==> src/rtl/owbm_pkg.sv <==
// Shared types, codes and constants for the one-wire bus master core.
package owbm_pkg;

  // Widths fixed by the register map and the beat fields
  localparam int CFG_W        = 10;
  localparam int SLOT_W       = 4;
  localparam int CFG_IDX_W    = 3;
  localparam int BYTE_W       = 8;
  localparam int BITCNT_W     = 4;

  // Default bus timer width and the depth of the front-to-back queue
  localparam int TIMER_BITS_DEF = 10;
  localparam int QUEUE_DEPTH    = 2;

  // Configuration register indexes
  localparam logic [CFG_IDX_W-1:0] REG_RESET_LOW     = 3'd0;
  localparam logic [CFG_IDX_W-1:0] REG_PRESENCE_WAIT = 3'd1;
  localparam logic [CFG_IDX_W-1:0] REG_RESET_TAIL    = 3'd2;
  localparam logic [CFG_IDX_W-1:0] REG_SLOT_LOW      = 3'd3;
  localparam logic [CFG_IDX_W-1:0] REG_WRITE_SLOT    = 3'd4;
  localparam logic [CFG_IDX_W-1:0] REG_READ_SAMPLE   = 3'd5;
  localparam logic [CFG_IDX_W-1:0] REG_READ_TAIL     = 3'd6;

  // Power-on timing, in microsecond ticks
  localparam logic [CFG_W-1:0]  RESET_LOW_INIT     = 10'd480;
  localparam logic [CFG_W-1:0]  PRESENCE_WAIT_INIT = 10'd70;
  localparam logic [CFG_W-1:0]  RESET_TAIL_INIT    = 10'd410;
  localparam logic [SLOT_W-1:0] SLOT_LOW_INIT      = 4'd1;
  localparam logic [CFG_W-1:0]  WRITE_SLOT_INIT    = 10'd60;
  localparam logic [CFG_W-1:0]  READ_SAMPLE_INIT   = 10'd14;
  localparam logic [CFG_W-1:0]  READ_TAIL_INIT     = 10'd45;

  // Bus operations, coded as on the func field
  typedef enum logic [2:0] {
    OP_RESET = 3'd0,
    OP_WBYTE = 3'd1,
    OP_RBYTE = 3'd2,
    OP_WBIT  = 3'd3,
    OP_RBIT  = 3'd4
  } op_t;

  // Sequencer phases
  typedef enum logic [3:0] {
    PH_IDLE       = 4'd0,
    PH_RST_LOW    = 4'd1,
    PH_RST_WAIT   = 4'd2,
    PH_RST_SAMPLE = 4'd3,
    PH_RST_TAIL   = 4'd4,
    PH_SLOT_LOW   = 4'd5,
    PH_WR_HOLD    = 4'd6,
    PH_RD_WAIT    = 4'd7,
    PH_RD_SAMPLE  = 4'd8,
    PH_RD_TAIL    = 4'd9
  } phase_t;

  // Input beat: one tick
  typedef struct packed {
    logic              cmd_valid;
    logic [2:0]        func;
    logic [BYTE_W-1:0] write_value;
    logic              line_level;
  } owbm_in_t;

  // Result beat: one tick
  typedef struct packed {
    logic              pull_low;
    logic              busy_res;
    logic              done_res;
    logic [BYTE_W-1:0] read_result;
    logic              presence;
    logic              rejected;
  } owbm_out_t;

  // Classified tick, as queued between front and back
  typedef struct packed {
    logic              cmd_valid;
    logic              start;
    op_t               op;
    logic [BYTE_W-1:0] write_value;
    logic              line_level;
  } owbm_item_t;

endpackage

==> src/rtl/owbm_front.sv <==
// Front end: takes tick beats and decodes the command they carry.
module owbm_front (
  input  logic                in_valid,
  output logic                in_ready,
  input  owbm_pkg::owbm_in_t  in_data,
  input  logic                q_full,
  output logic                q_push,
  output owbm_pkg::owbm_item_t q_item
);
  import owbm_pkg::*;

  op_t op_dec;

  // Map func onto an operation; codes above read bit are not commands
  always_comb begin
    unique case (in_data.func)
      OP_RESET: op_dec = OP_RESET;
      OP_WBYTE: op_dec = OP_WBYTE;
      OP_RBYTE: op_dec = OP_RBYTE;
      OP_WBIT:  op_dec = OP_WBIT;
      OP_RBIT:  op_dec = OP_RBIT;
      default:  op_dec = OP_RESET;
    endcase
  end

  // Handshake towards the queue
  assign in_ready = !q_full;
  assign q_push   = in_valid && !q_full;

  // Classified item
  always_comb begin
    q_item.cmd_valid   = in_data.cmd_valid;
    q_item.start       = in_data.cmd_valid && (in_data.func <= OP_RBIT);
    q_item.op          = op_dec;
    q_item.write_value = in_data.write_value;
    q_item.line_level  = in_data.line_level;
  end

endmodule

==> src/rtl/owbm_queue.sv <==
// Short queue of classified ticks between the front end and the sequencer.
module owbm_queue (
  input  logic                 clk,
  input  logic                 rst_n,
  input  logic                 push,
  input  owbm_pkg::owbm_item_t push_item,
  output logic                 full,
  input  logic                 pop,
  output logic                 q_valid,
  output owbm_pkg::owbm_item_t pop_item
);
  import owbm_pkg::*;

  localparam int AW = (QUEUE_DEPTH > 1) ? $clog2(QUEUE_DEPTH) : 1;
  localparam int CW = $clog2(QUEUE_DEPTH + 1);
  localparam logic [CW-1:0] DEPTH_C = CW'(QUEUE_DEPTH);

  owbm_item_t      slots [QUEUE_DEPTH];
  logic [AW-1:0]   wr_ptr_r, wr_ptr_nxt;
  logic [AW-1:0]   rd_ptr_r, rd_ptr_nxt;
  logic [CW-1:0]   count_r, count_nxt;

  assign full     = (count_r == DEPTH_C);
  assign q_valid  = (count_r != '0);
  assign pop_item = slots[rd_ptr_r];

  // Pointer and fill count update
  always_comb begin
    wr_ptr_nxt = wr_ptr_r;
    rd_ptr_nxt = rd_ptr_r;
    count_nxt  = count_r;
    if (push) begin
      wr_ptr_nxt = (wr_ptr_r == AW'(QUEUE_DEPTH - 1)) ? '0 : wr_ptr_r + AW'(1);
    end
    if (pop) begin
      rd_ptr_nxt = (rd_ptr_r == AW'(QUEUE_DEPTH - 1)) ? '0 : rd_ptr_r + AW'(1);
    end
    if (push && !pop) begin
      count_nxt = count_r + CW'(1);
    end else if (pop && !push) begin
      count_nxt = count_r - CW'(1);
    end
  end

  always_ff @(posedge clk) begin
    if (!rst_n) begin
      wr_ptr_r <= '0;
      rd_ptr_r <= '0;
      count_r  <= '0;
    end else begin
      wr_ptr_r <= wr_ptr_nxt;
      rd_ptr_r <= rd_ptr_nxt;
      count_r  <= count_nxt;
    end
  end

  // Storage, no reset needed
  always_ff @(posedge clk) begin
    if (push) begin
      slots[wr_ptr_r] <= push_item;
    end
  end

  // Fill count stays in range and steps up on a push; no pop while empty
  a_count_range: assert property (@(posedge clk) disable iff (!rst_n)
    count_r <= DEPTH_C)
    else $error("queue fill count beyond depth");

  a_no_pop_empty: assert property (@(posedge clk) disable iff (!rst_n)
    pop |-> q_valid)
    else $error("queue popped while empty");

  a_count_step: assert property (@(posedge clk) disable iff (!rst_n)
    (push && !pop) |=> (count_r == $past(count_r) + CW'(1)))
    else $error("queue fill count missed a push");

endmodule

==> src/rtl/owbm_engine.sv <==
// Back end: timing registers, bus sequencer and the result register.
module owbm_engine #(
  parameter int TIMER_BITS = owbm_pkg::TIMER_BITS_DEF
) (
  input  logic                                 clk,
  input  logic                                 rst_n,
  input  logic                                 cfg_we,
  input  logic [owbm_pkg::CFG_IDX_W-1:0]       cfg_index,
  input  logic [owbm_pkg::CFG_W-1:0]           cfg_wdata,
  input  logic                                 q_valid,
  input  owbm_pkg::owbm_item_t                 item,
  output logic                                 pop,
  output logic                                 out_valid,
  input  logic                                 out_ready,
  output owbm_pkg::owbm_out_t                  out_data
);
  import owbm_pkg::*;

  // Timer loads: v - 1, zero counts as one, saturated at the timer width
  localparam int CW = (TIMER_BITS > CFG_W) ? TIMER_BITS : CFG_W;
  localparam logic [CW-1:0] TMAX = CW'((64'd1 << TIMER_BITS) - 64'd1);

  function automatic logic [TIMER_BITS-1:0] load_timer(input logic [CFG_W-1:0] v);
    logic [CW-1:0] t;
    t = (v == '0) ? '0 : CW'(v - CFG_W'(1));
    if (t > TMAX) begin
      t = TMAX;
    end
    return TIMER_BITS'(t);
  endfunction

  // Timing registers
  logic [CFG_W-1:0]  rst_low_r, pres_wait_r, rst_tail_r;
  logic [SLOT_W-1:0] slot_low_r;
  logic [CFG_W-1:0]  wr_slot_r, rd_sample_r, rd_tail_r;

  // Sequencer state
  phase_t                phase_r, ph_e, ph_nxt;
  op_t                   op_r, op_e;
  logic [TIMER_BITS-1:0] timer_r, tm_e, timer_nxt, tm_dec;
  logic [BITCNT_W-1:0]   bits_r, bits_e, bits_nxt, bits_dec;
  logic [BYTE_W-1:0]     shift_r, shift_e, shift_nxt;
  logic                  pres_r, pres_nxt;
  logic                  expired, slot_end, finish;

  // Result register
  logic                  out_valid_r;
  owbm_out_t             out_r, out_nxt;

  assign pop       = q_valid && (!out_valid_r || out_ready);
  assign out_valid = out_valid_r;
  assign out_data  = out_r;

  // Register writes
  always_ff @(posedge clk) begin
    if (!rst_n) begin
      rst_low_r   <= RESET_LOW_INIT;
      pres_wait_r <= PRESENCE_WAIT_INIT;
      rst_tail_r  <= RESET_TAIL_INIT;
      slot_low_r  <= SLOT_LOW_INIT;
      wr_slot_r   <= WRITE_SLOT_INIT;
      rd_sample_r <= READ_SAMPLE_INIT;
      rd_tail_r   <= READ_TAIL_INIT;
    end else if (cfg_we) begin
      unique case (cfg_index)
        REG_RESET_LOW:     rst_low_r   <= cfg_wdata;
        REG_PRESENCE_WAIT: pres_wait_r <= cfg_wdata;
        REG_RESET_TAIL:    rst_tail_r  <= cfg_wdata;
        REG_SLOT_LOW:      slot_low_r  <= cfg_wdata[SLOT_W-1:0];
        REG_WRITE_SLOT:    wr_slot_r   <= cfg_wdata;
        REG_READ_SAMPLE:   rd_sample_r <= cfg_wdata;
        REG_READ_TAIL:     rd_tail_r   <= cfg_wdata;
        default: ;
      endcase
    end
  end

  // Command start: an idle sequencer takes the command and runs it this tick
  always_comb begin
    ph_e    = phase_r;
    op_e    = op_r;
    tm_e    = timer_r;
    bits_e  = bits_r;
    shift_e = shift_r;
    if (phase_r == PH_IDLE && item.start) begin
      op_e = item.op;
      if (item.op == OP_RESET) begin
        ph_e = PH_RST_LOW;
        tm_e = load_timer(rst_low_r);
      end else begin
        bits_e = (item.op == OP_WBYTE || item.op == OP_RBYTE) ?
                 BITCNT_W'(8) : BITCNT_W'(1);
        if (item.op == OP_WBYTE) begin
          shift_e = item.write_value;
        end else if (item.op == OP_WBIT) begin
          shift_e = {{(BYTE_W-1){1'b0}}, item.write_value[0]};
        end else begin
          shift_e = '0;
        end
        ph_e = PH_SLOT_LOW;
        tm_e = load_timer(CFG_W'(slot_low_r));
      end
    end
  end

  assign expired  = (tm_e == '0);
  assign tm_dec   = tm_e - TIMER_BITS'(1);
  assign bits_dec = bits_e - BITCNT_W'(1);

  // Next state
  always_comb begin
    ph_nxt    = ph_e;
    timer_nxt = tm_e;
    bits_nxt  = bits_e;
    shift_nxt = shift_e;
    pres_nxt  = pres_r;
    slot_end  = 1'b0;
    finish    = 1'b0;
    unique case (ph_e)
      PH_IDLE: ;
      PH_RST_LOW: begin
        if (expired) begin
          ph_nxt    = PH_RST_WAIT;
          timer_nxt = load_timer(pres_wait_r);
        end else begin
          timer_nxt = tm_dec;
        end
      end
      PH_RST_WAIT: begin
        if (expired) ph_nxt = PH_RST_SAMPLE;
        else timer_nxt = tm_dec;
      end
      PH_RST_SAMPLE: begin
        pres_nxt = !item.line_level;
        if (rst_tail_r <= CFG_W'(1)) begin
          finish = 1'b1;
        end else begin
          ph_nxt    = PH_RST_TAIL;
          timer_nxt = load_timer(rst_tail_r - CFG_W'(1));
        end
      end
      PH_RST_TAIL: begin
        if (expired) finish = 1'b1;
        else timer_nxt = tm_dec;
      end
      PH_SLOT_LOW: begin
        if (expired) begin
          if (op_e == OP_WBYTE || op_e == OP_WBIT) begin
            ph_nxt    = PH_WR_HOLD;
            timer_nxt = load_timer(wr_slot_r);
          end else begin
            ph_nxt    = PH_RD_WAIT;
            timer_nxt = load_timer(rd_sample_r);
          end
        end else begin
          timer_nxt = tm_dec;
        end
      end
      PH_WR_HOLD: begin
        if (expired) begin
          shift_nxt = {1'b0, shift_e[BYTE_W-1:1]};
          slot_end  = 1'b1;
        end else begin
          timer_nxt = tm_dec;
        end
      end
      PH_RD_WAIT: begin
        if (expired) ph_nxt = PH_RD_SAMPLE;
        else timer_nxt = tm_dec;
      end
      PH_RD_SAMPLE: begin
        shift_nxt = {item.line_level, shift_e[BYTE_W-1:1]};
        if (rd_tail_r <= CFG_W'(1)) begin
          slot_end = 1'b1;
        end else begin
          ph_nxt    = PH_RD_TAIL;
          timer_nxt = load_timer(rd_tail_r - CFG_W'(1));
        end
      end
      PH_RD_TAIL: begin
        if (expired) slot_end = 1'b1;
        else timer_nxt = tm_dec;
      end
      default: ph_nxt = PH_IDLE;
    endcase

    // End of a bit slot: next slot or done
    if (slot_end) begin
      bits_nxt = bits_dec;
      if (bits_dec != '0) begin
        ph_nxt    = PH_SLOT_LOW;
        timer_nxt = load_timer(CFG_W'(slot_low_r));
      end else begin
        finish = 1'b1;
      end
    end
    if (finish) begin
      ph_nxt    = PH_IDLE;
      timer_nxt = '0;
    end
  end

  // Result beat
  always_comb begin
    out_nxt             = '0;
    out_nxt.presence    = pres_nxt;
    out_nxt.rejected    = item.cmd_valid && (phase_r != PH_IDLE);
    out_nxt.done_res    = finish;
    unique case (ph_e)
      PH_IDLE: ;
      PH_RST_LOW, PH_SLOT_LOW: begin
        out_nxt.busy_res = 1'b1;
        out_nxt.pull_low = 1'b1;
      end
      PH_WR_HOLD: begin
        out_nxt.busy_res = 1'b1;
        out_nxt.pull_low = !shift_e[0];
      end
      PH_RST_WAIT, PH_RST_SAMPLE, PH_RST_TAIL,
      PH_RD_WAIT, PH_RD_SAMPLE, PH_RD_TAIL: begin
        out_nxt.busy_res = 1'b1;
      end
      default: ;
    endcase
    if (finish && op_e == OP_RBYTE) begin
      out_nxt.read_result = shift_nxt;
    end else if (finish && op_e == OP_RBIT) begin
      out_nxt.read_result = {{(BYTE_W-1){1'b0}}, shift_nxt[BYTE_W-1]};
    end
  end

  // State and result registers advance once per popped tick
  always_ff @(posedge clk) begin
    if (!rst_n) begin
      phase_r     <= PH_IDLE;
      op_r        <= OP_RESET;
      timer_r     <= '0;
      bits_r      <= '0;
      shift_r     <= '0;
      pres_r      <= 1'b0;
      out_valid_r <= 1'b0;
    end else begin
      if (pop) begin
        phase_r <= ph_nxt;
        op_r    <= op_e;
        timer_r <= timer_nxt;
        bits_r  <= bits_nxt;
        shift_r <= shift_nxt;
        pres_r  <= pres_nxt;
      end
      if (pop) begin
        out_valid_r <= 1'b1;
      end else if (out_ready) begin
        out_valid_r <= 1'b0;
      end
    end
  end

  always_ff @(posedge clk) begin
    if (pop) begin
      out_r <= out_nxt;
    end
  end

  // A command on a tick that began busy is always flagged
  a_reject: assert property (@(posedge clk) disable iff (!rst_n)
    (pop && item.cmd_valid && phase_r != PH_IDLE) |=> (out_valid_r && out_r.rejected))
    else $error("command during busy tick not rejected");

  // Completion only on a busy tick
  a_done_busy: assert property (@(posedge clk) disable iff (!rst_n)
    (out_valid_r && out_r.done_res) |-> out_r.busy_res)
    else $error("done without busy");

  // Bit slot phases always have a slot outstanding
  a_bits_live: assert property (@(posedge clk) disable iff (!rst_n)
    (phase_r == PH_SLOT_LOW || phase_r == PH_WR_HOLD || phase_r == PH_RD_WAIT ||
     phase_r == PH_RD_SAMPLE || phase_r == PH_RD_TAIL) |-> (bits_r != '0))
    else $error("bit slot running with no bits left");

  // Idle sequencer holds a cleared timer
  a_idle_timer: assert property (@(posedge clk) disable iff (!rst_n)
    (phase_r == PH_IDLE) |-> (timer_r == '0))
    else $error("idle with timer running");

endmodule

==> src/rtl/one_wire_bus_master_core.sv <==
// One-wire bus master: front end, tick queue and bus sequencer.
// Each input beat is one microsecond tick of the bus timebase carrying the
// sampled DQ level and an optional command (bus reset, write or read of a byte
// or a single bit); each tick yields exactly one result beat with the pull-low
// drive for that tick, busy, done, read data, presence and a rejected flag.
// One tick is taken per clock cycle while the queue has room. Each tick
// passes through the two-entry tick queue and the combinational sequencer
// step, which writes straight into the result register. A stall on the
// result side backs up into the queue and then input ready. Timing
// registers are written through the cfg_ port and apply from the next phase.
module one_wire_bus_master_core #(
  parameter int TIMER_BITS = owbm_pkg::TIMER_BITS_DEF
) (
  input  logic                           clk,
  input  logic                           rst_n,
  input  logic                           cfg_we,
  input  logic [owbm_pkg::CFG_IDX_W-1:0] cfg_index,
  input  logic [owbm_pkg::CFG_W-1:0]     cfg_wdata,
  input  logic                           in_valid,
  output logic                           in_ready,
  input  owbm_pkg::owbm_in_t             in_data,
  output logic                           out_valid,
  input  logic                           out_ready,
  output owbm_pkg::owbm_out_t            out_data
);
  import owbm_pkg::*;

  logic       q_push, q_full, q_pop, q_valid;
  owbm_item_t push_item, pop_item;

  // Accept and classify ticks
  owbm_front u_front (
    .in_valid (in_valid),
    .in_ready (in_ready),
    .in_data  (in_data),
    .q_full   (q_full),
    .q_push   (q_push),
    .q_item   (push_item)
  );

  // Decoupling queue
  owbm_queue u_queue (
    .clk       (clk),
    .rst_n     (rst_n),
    .push      (q_push),
    .push_item (push_item),
    .full      (q_full),
    .pop       (q_pop),
    .q_valid   (q_valid),
    .pop_item  (pop_item)
  );

  // Bus sequencer
  owbm_engine #(
    .TIMER_BITS (TIMER_BITS)
  ) u_engine (
    .clk       (clk),
    .rst_n     (rst_n),
    .cfg_we    (cfg_we),
    .cfg_index (cfg_index),
    .cfg_wdata (cfg_wdata),
    .q_valid   (q_valid),
    .item      (pop_item),
    .pop       (q_pop),
    .out_valid (out_valid),
    .out_ready (out_ready),
    .out_data  (out_data)
  );

endmodule
==> config.mk <==
export PLATFORM = sky130hd
export DESIGN_NAME = one_wire_bus_master_core
export DESIGN_NICKNAME = d
export VERILOG_FILES = /design/src/rtl/owbm_pkg.sv /design/src/rtl/owbm_front.sv /design/src/rtl/owbm_queue.sv /design/src/rtl/owbm_engine.sv /design/src/rtl/one_wire_bus_master_core.sv
export SDC_FILE = /design/constraint.sdc
export NUM_CORES = 1
export LEC_CHECK = 0
export BUFFER_PORTS_ARGS = -buffer_cell sky130_fd_sc_hd__buf_4
export CAP_MARGIN = 10
export CORE_ASPECT_RATIO = 0.7
export CORE_UTILIZATION = 45
export CTS_CLUSTER_DIAMETER = 30
export DETAILED_ROUTE_END_ITERATION = 10
export SYNTH_ARGS = -nofsm -noshare
export SYNTH_HDL_FRONTEND = slang
export SYNTH_HIERARCHICAL = 1
export SYNTH_SLANG_ARGS = --single-unit
export TNS_END_PERCENT = 5
==> constraint.sdc <==
create_clock -name clk -period 11.8 [get_ports clk]
set_input_delay 1.18 -clock clk [delete_from_list [all_inputs] [get_ports clk]]
set_output_delay 1.18 -clock clk [all_outputs]
set_load 0.005 [all_outputs]
==> impl_metrics.ini <==
[sta]
finalCriticalPeriod_ns = 4.88
slew_violations = 0
setup_violations = 0
post-route-period-util_pct = 41.4
max-slew-margin-rel_pct = 22.1
skew_ns = 0.0129
finalHoldViolCount = 0
fmax_mhz = 205
grt_setup_unrepaired = no
worst_slew_pin_slew_ns = 1.16
fin_tns_setup_ns = 0

[grt]
globalRouteOverflowTotal = 0
track_usage_pct = 28.2
grt_max_degree = 55
antenna_found_initial = 0
first_global_vias = 7218
grt_first_pass_wirelength_mm = 43.0

[final_layout]
utilization_pct = 51.8
drive_above_1_share_pct = 12.0
seq_area_mm2 = 0.00323
area_delta_synth_final_pct = 11.3
n_fill_cell = 1831
num_antenna_cells = 0
nets = 1146
multi_input_area_mm2 = 0.00527

[clock_tree]
clkTransAtPathRegs_ns = 0.07
clock-sinks = 141
postCtsHoldBufs = 0
insertion_delay_ns = 0.43
cts_buffer_depth = 2
numCtsBuffers = 17
post_cts_buffers = 0
cts_max_level = 4
cts-root-buf = clkbuf_16
cts_resized = 0
cts_tree = built

[setup_path]
arrival_ns = 5.13
critPathMaxStageDelay_ns = 0.74
rr_endpoint = u_engine/out_data[3]$_SDFFCE_PN0P_
worstPathMaxFanout = 14
reg2reg_slack_ns = 6.92
start_kind = flip-flop
rr_worst_depth = 11
crit_end = u_engine/out_data[3]$_SDFFCE_PN0P_
critical_path_class = flip-flop to flip-flop
crit_slowest_cell = dfxtp_1
cp.depth = 11
path_cells = mux2_2 > nor3_1 > o311ai_0 > o22ai_1 > ha_1 > o21a_1 > and4_1 > nand3_1 > o21ai_0 > o221ai_2 > nor3b_1
cp_num_buf_inv = 0
crit_path_end_kind = flip-flop
crit_family = compound AO/OA/AOI/OAI gates
required_ns = 12.04

[floorplanning]
core_mm2 = 0.0192
io_pins = 46
start_util_pct = 46.5
design.die.area_mm2 = 0.0204
die_x_um = 170
rows = 42
chipHeight_um = 120

[synth]
yosysSeqAreaShare_pct = 36.2
synth-main-ff-cell = dfxtp_1
synthesis.area_mm2 = 0.00893
ys_warn_count = 6
synth.area.top_cells = dfxtp_1, edfxtp_1, nand2_1
synth_nets = 1137
yosysTopAreaCellShare_pct = 22.4
syn_inst = 1088
synth_top_cell_by_area = dfxtp_1
synth_edf_count = 41
yosys_register_bits = 141
ys_types = 87
async_flop_share_pct = 0
syn_avg_cell_area_um2 = 8.21

[place]
io_buffers = 45
place.gp.congestion = 1.01
hpwl_mm = 21.0

[power_and_ir_drop]
peakVddDrop_mv = 0.109
p_leak_uw = 0.00357
power.density_mw_per_mm2 = 216

[drt]
initialDrtViolationCount = 1077
vias = 8454
drc = 0
wl_per_cell_um = 20.6
avgViaCountPerCell = 6.15
routed_wl_mm = 28.3
ant_nets = 0
first_pass_iters = 5

[status]
outcome = finished, final reports clean

[run]
cap_violations = 0

[min_path]
hold_path.class = flip-flop to flip-flop
[synth_stat cells, types with 13 or more instances]
| cell type | count |
|---|---|
| nand2_1 | 183 |
| dfxtp_1 | 100 |
| a21oi_1 | 86 |
| nor2_1 | 71 |
| nand3_1 | 44 |
| clkbuf_1 | 41 |
| edfxtp_1 | 41 |
| inv_1 | 37 |
| xnor2_1 | 34 |
| o21ai_0 | 33 |
| nor3_1 | 24 |
| xor2_1 | 21 |
| o211ai_1 | 19 |
| ha_1 | 18 |
| nor4_1 | 18 |
| nor3b_1 | 17 |
| o22ai_1 | 16 |
| or3_1 | 16 |
| mux2_2 | 15 |
| mux2i_1 | 14 |
| a22o_1 | 13 |
| a31oi_1 | 13 |
| and2_1 | 13 |
[worst min-delay path, cell delays in order (launching register included)]
cell and delay (ns):
dfxtp_1 0.31, nand2_1 0.05, a21oi_1 0.05
[cells by family (layout without fill, tap and decap cells)]
kind of cell	count (synthesis)	after routing	share of synthesized area (%)
AOI/OAI and AO/OA	274	274	20.8
xor gates and xnor gates	55	55	5.40
adders and majority gates	18	18	2.52
buffers and inverters	100	122	4.75
DFF	141	141	36.2
muxes	29	29	3.46
and+or+nand+nor	471	471	26.8
[final cells by class]
cell class,count,share of cell area [%]
sequential,141,32.5
tap,264,3.32
clock inverter,15,1.47
timing repair buffer,52,3.93
inverter,38,1.44
clock buffer,17,4.28
multi-input combinational,847,53.0
[sequential cells by signal (all words and copies together), names as in the netlist, 3 cells and up, named ones only]
name,cells
u_queue/slots,28
u_engine/out_data,13
u_engine/pres_wait_r,10
u_engine/rd_sample_r,10
u_engine/rd_tail_r,10
u_engine/rst_low_r,10
u_engine/rst_tail_r,10
u_engine/timer_r,10
u_engine/wr_slot_r,10
u_engine/shift_r,8
u_engine/bits_r,4
u_engine/phase_r,4
u_engine/slot_low_r,4
u_engine/op_r,3
[through the flow]
step | total power, µW | hold WS (ns) | setup WS (ns) | cells | cell area (µm²)
final | 2150 | 0.458 | 6.92 | 1374 | 9940
after global routing | 2250 | 0.490 | 6.58 | 1374 | 9940
after floorplan | 1300 | 0.436 | 7.99 | 1088 | 8930
after detailed placement | 1590 | 0.451 | 7.12 | 1342 | 9370
after global placement | 1600 | 0.446 | 7.31 | 1342 | 9370
after CTS | 2120 | 0.461 | 7.08 | 1374 | 9940
[layout by cell type (no fill, tap or decap), drive strengths merged, types with 18 or more instances in the layout]
cell,Yosys,routed
buf,20,52
ha,18,18
xnor2,34,34
nor4,22,22
dfxtp,100,100
edfxtp,41,41
nor3,24,24
nand2,183,183
inv,38,47
o21ai,39,39
nor2,72,72
nand3,44,44
o211ai,20,20
xor2,21,21
a21oi,86,86
[worst min-delay path by stage]
stage / from / end / slack (ns) / cells past startpoint
2_1_floorplan: u_engine/rd_tail_r[1]$_SDFFE_PN0P_ / u_engine/rd_tail_r[1]$_SDFFE_PN0P_ / 0.44 / 2
3_3_place_gp: u_engine/rd_tail_r[1]$_SDFFE_PN0P_ / u_engine/rd_tail_r[1]$_SDFFE_PN0P_ / 0.45 / 2
3_5_place_dp: u_engine/shift_r[4]$_SDFFE_PN0P_ / u_engine/shift_r[4]$_SDFFE_PN0P_ / 0.45 / 2
4_1_cts: u_engine/shift_r[4]$_SDFFE_PN0P_ / u_engine/shift_r[4]$_SDFFE_PN0P_ / 0.46 / 2
5_1_grt: u_engine/rd_tail_r[1]$_SDFFE_PN0P_ / u_engine/rd_tail_r[1]$_SDFFE_PN0P_ / 0.49 / 2
6_report: u_engine/shift_r[4]$_SDFFE_PN0P_ / u_engine/shift_r[4]$_SDFFE_PN0P_ / 0.46 / 2
[per-layer routing]
metal,track usage (%),part of all wire [%]
met1,46.0,51
met2,34.1,37
met3,8.54,11
met4,6.93,1.2
met5,0,0
[power by group]
part	internal, µW	total (µW)	switching (µW)
combinational	342	983	641
sequential	576	639	63.1
clock	281	527	246
total	1200	2150	950
Note: power is estimated with default switching activity, not from simulation.
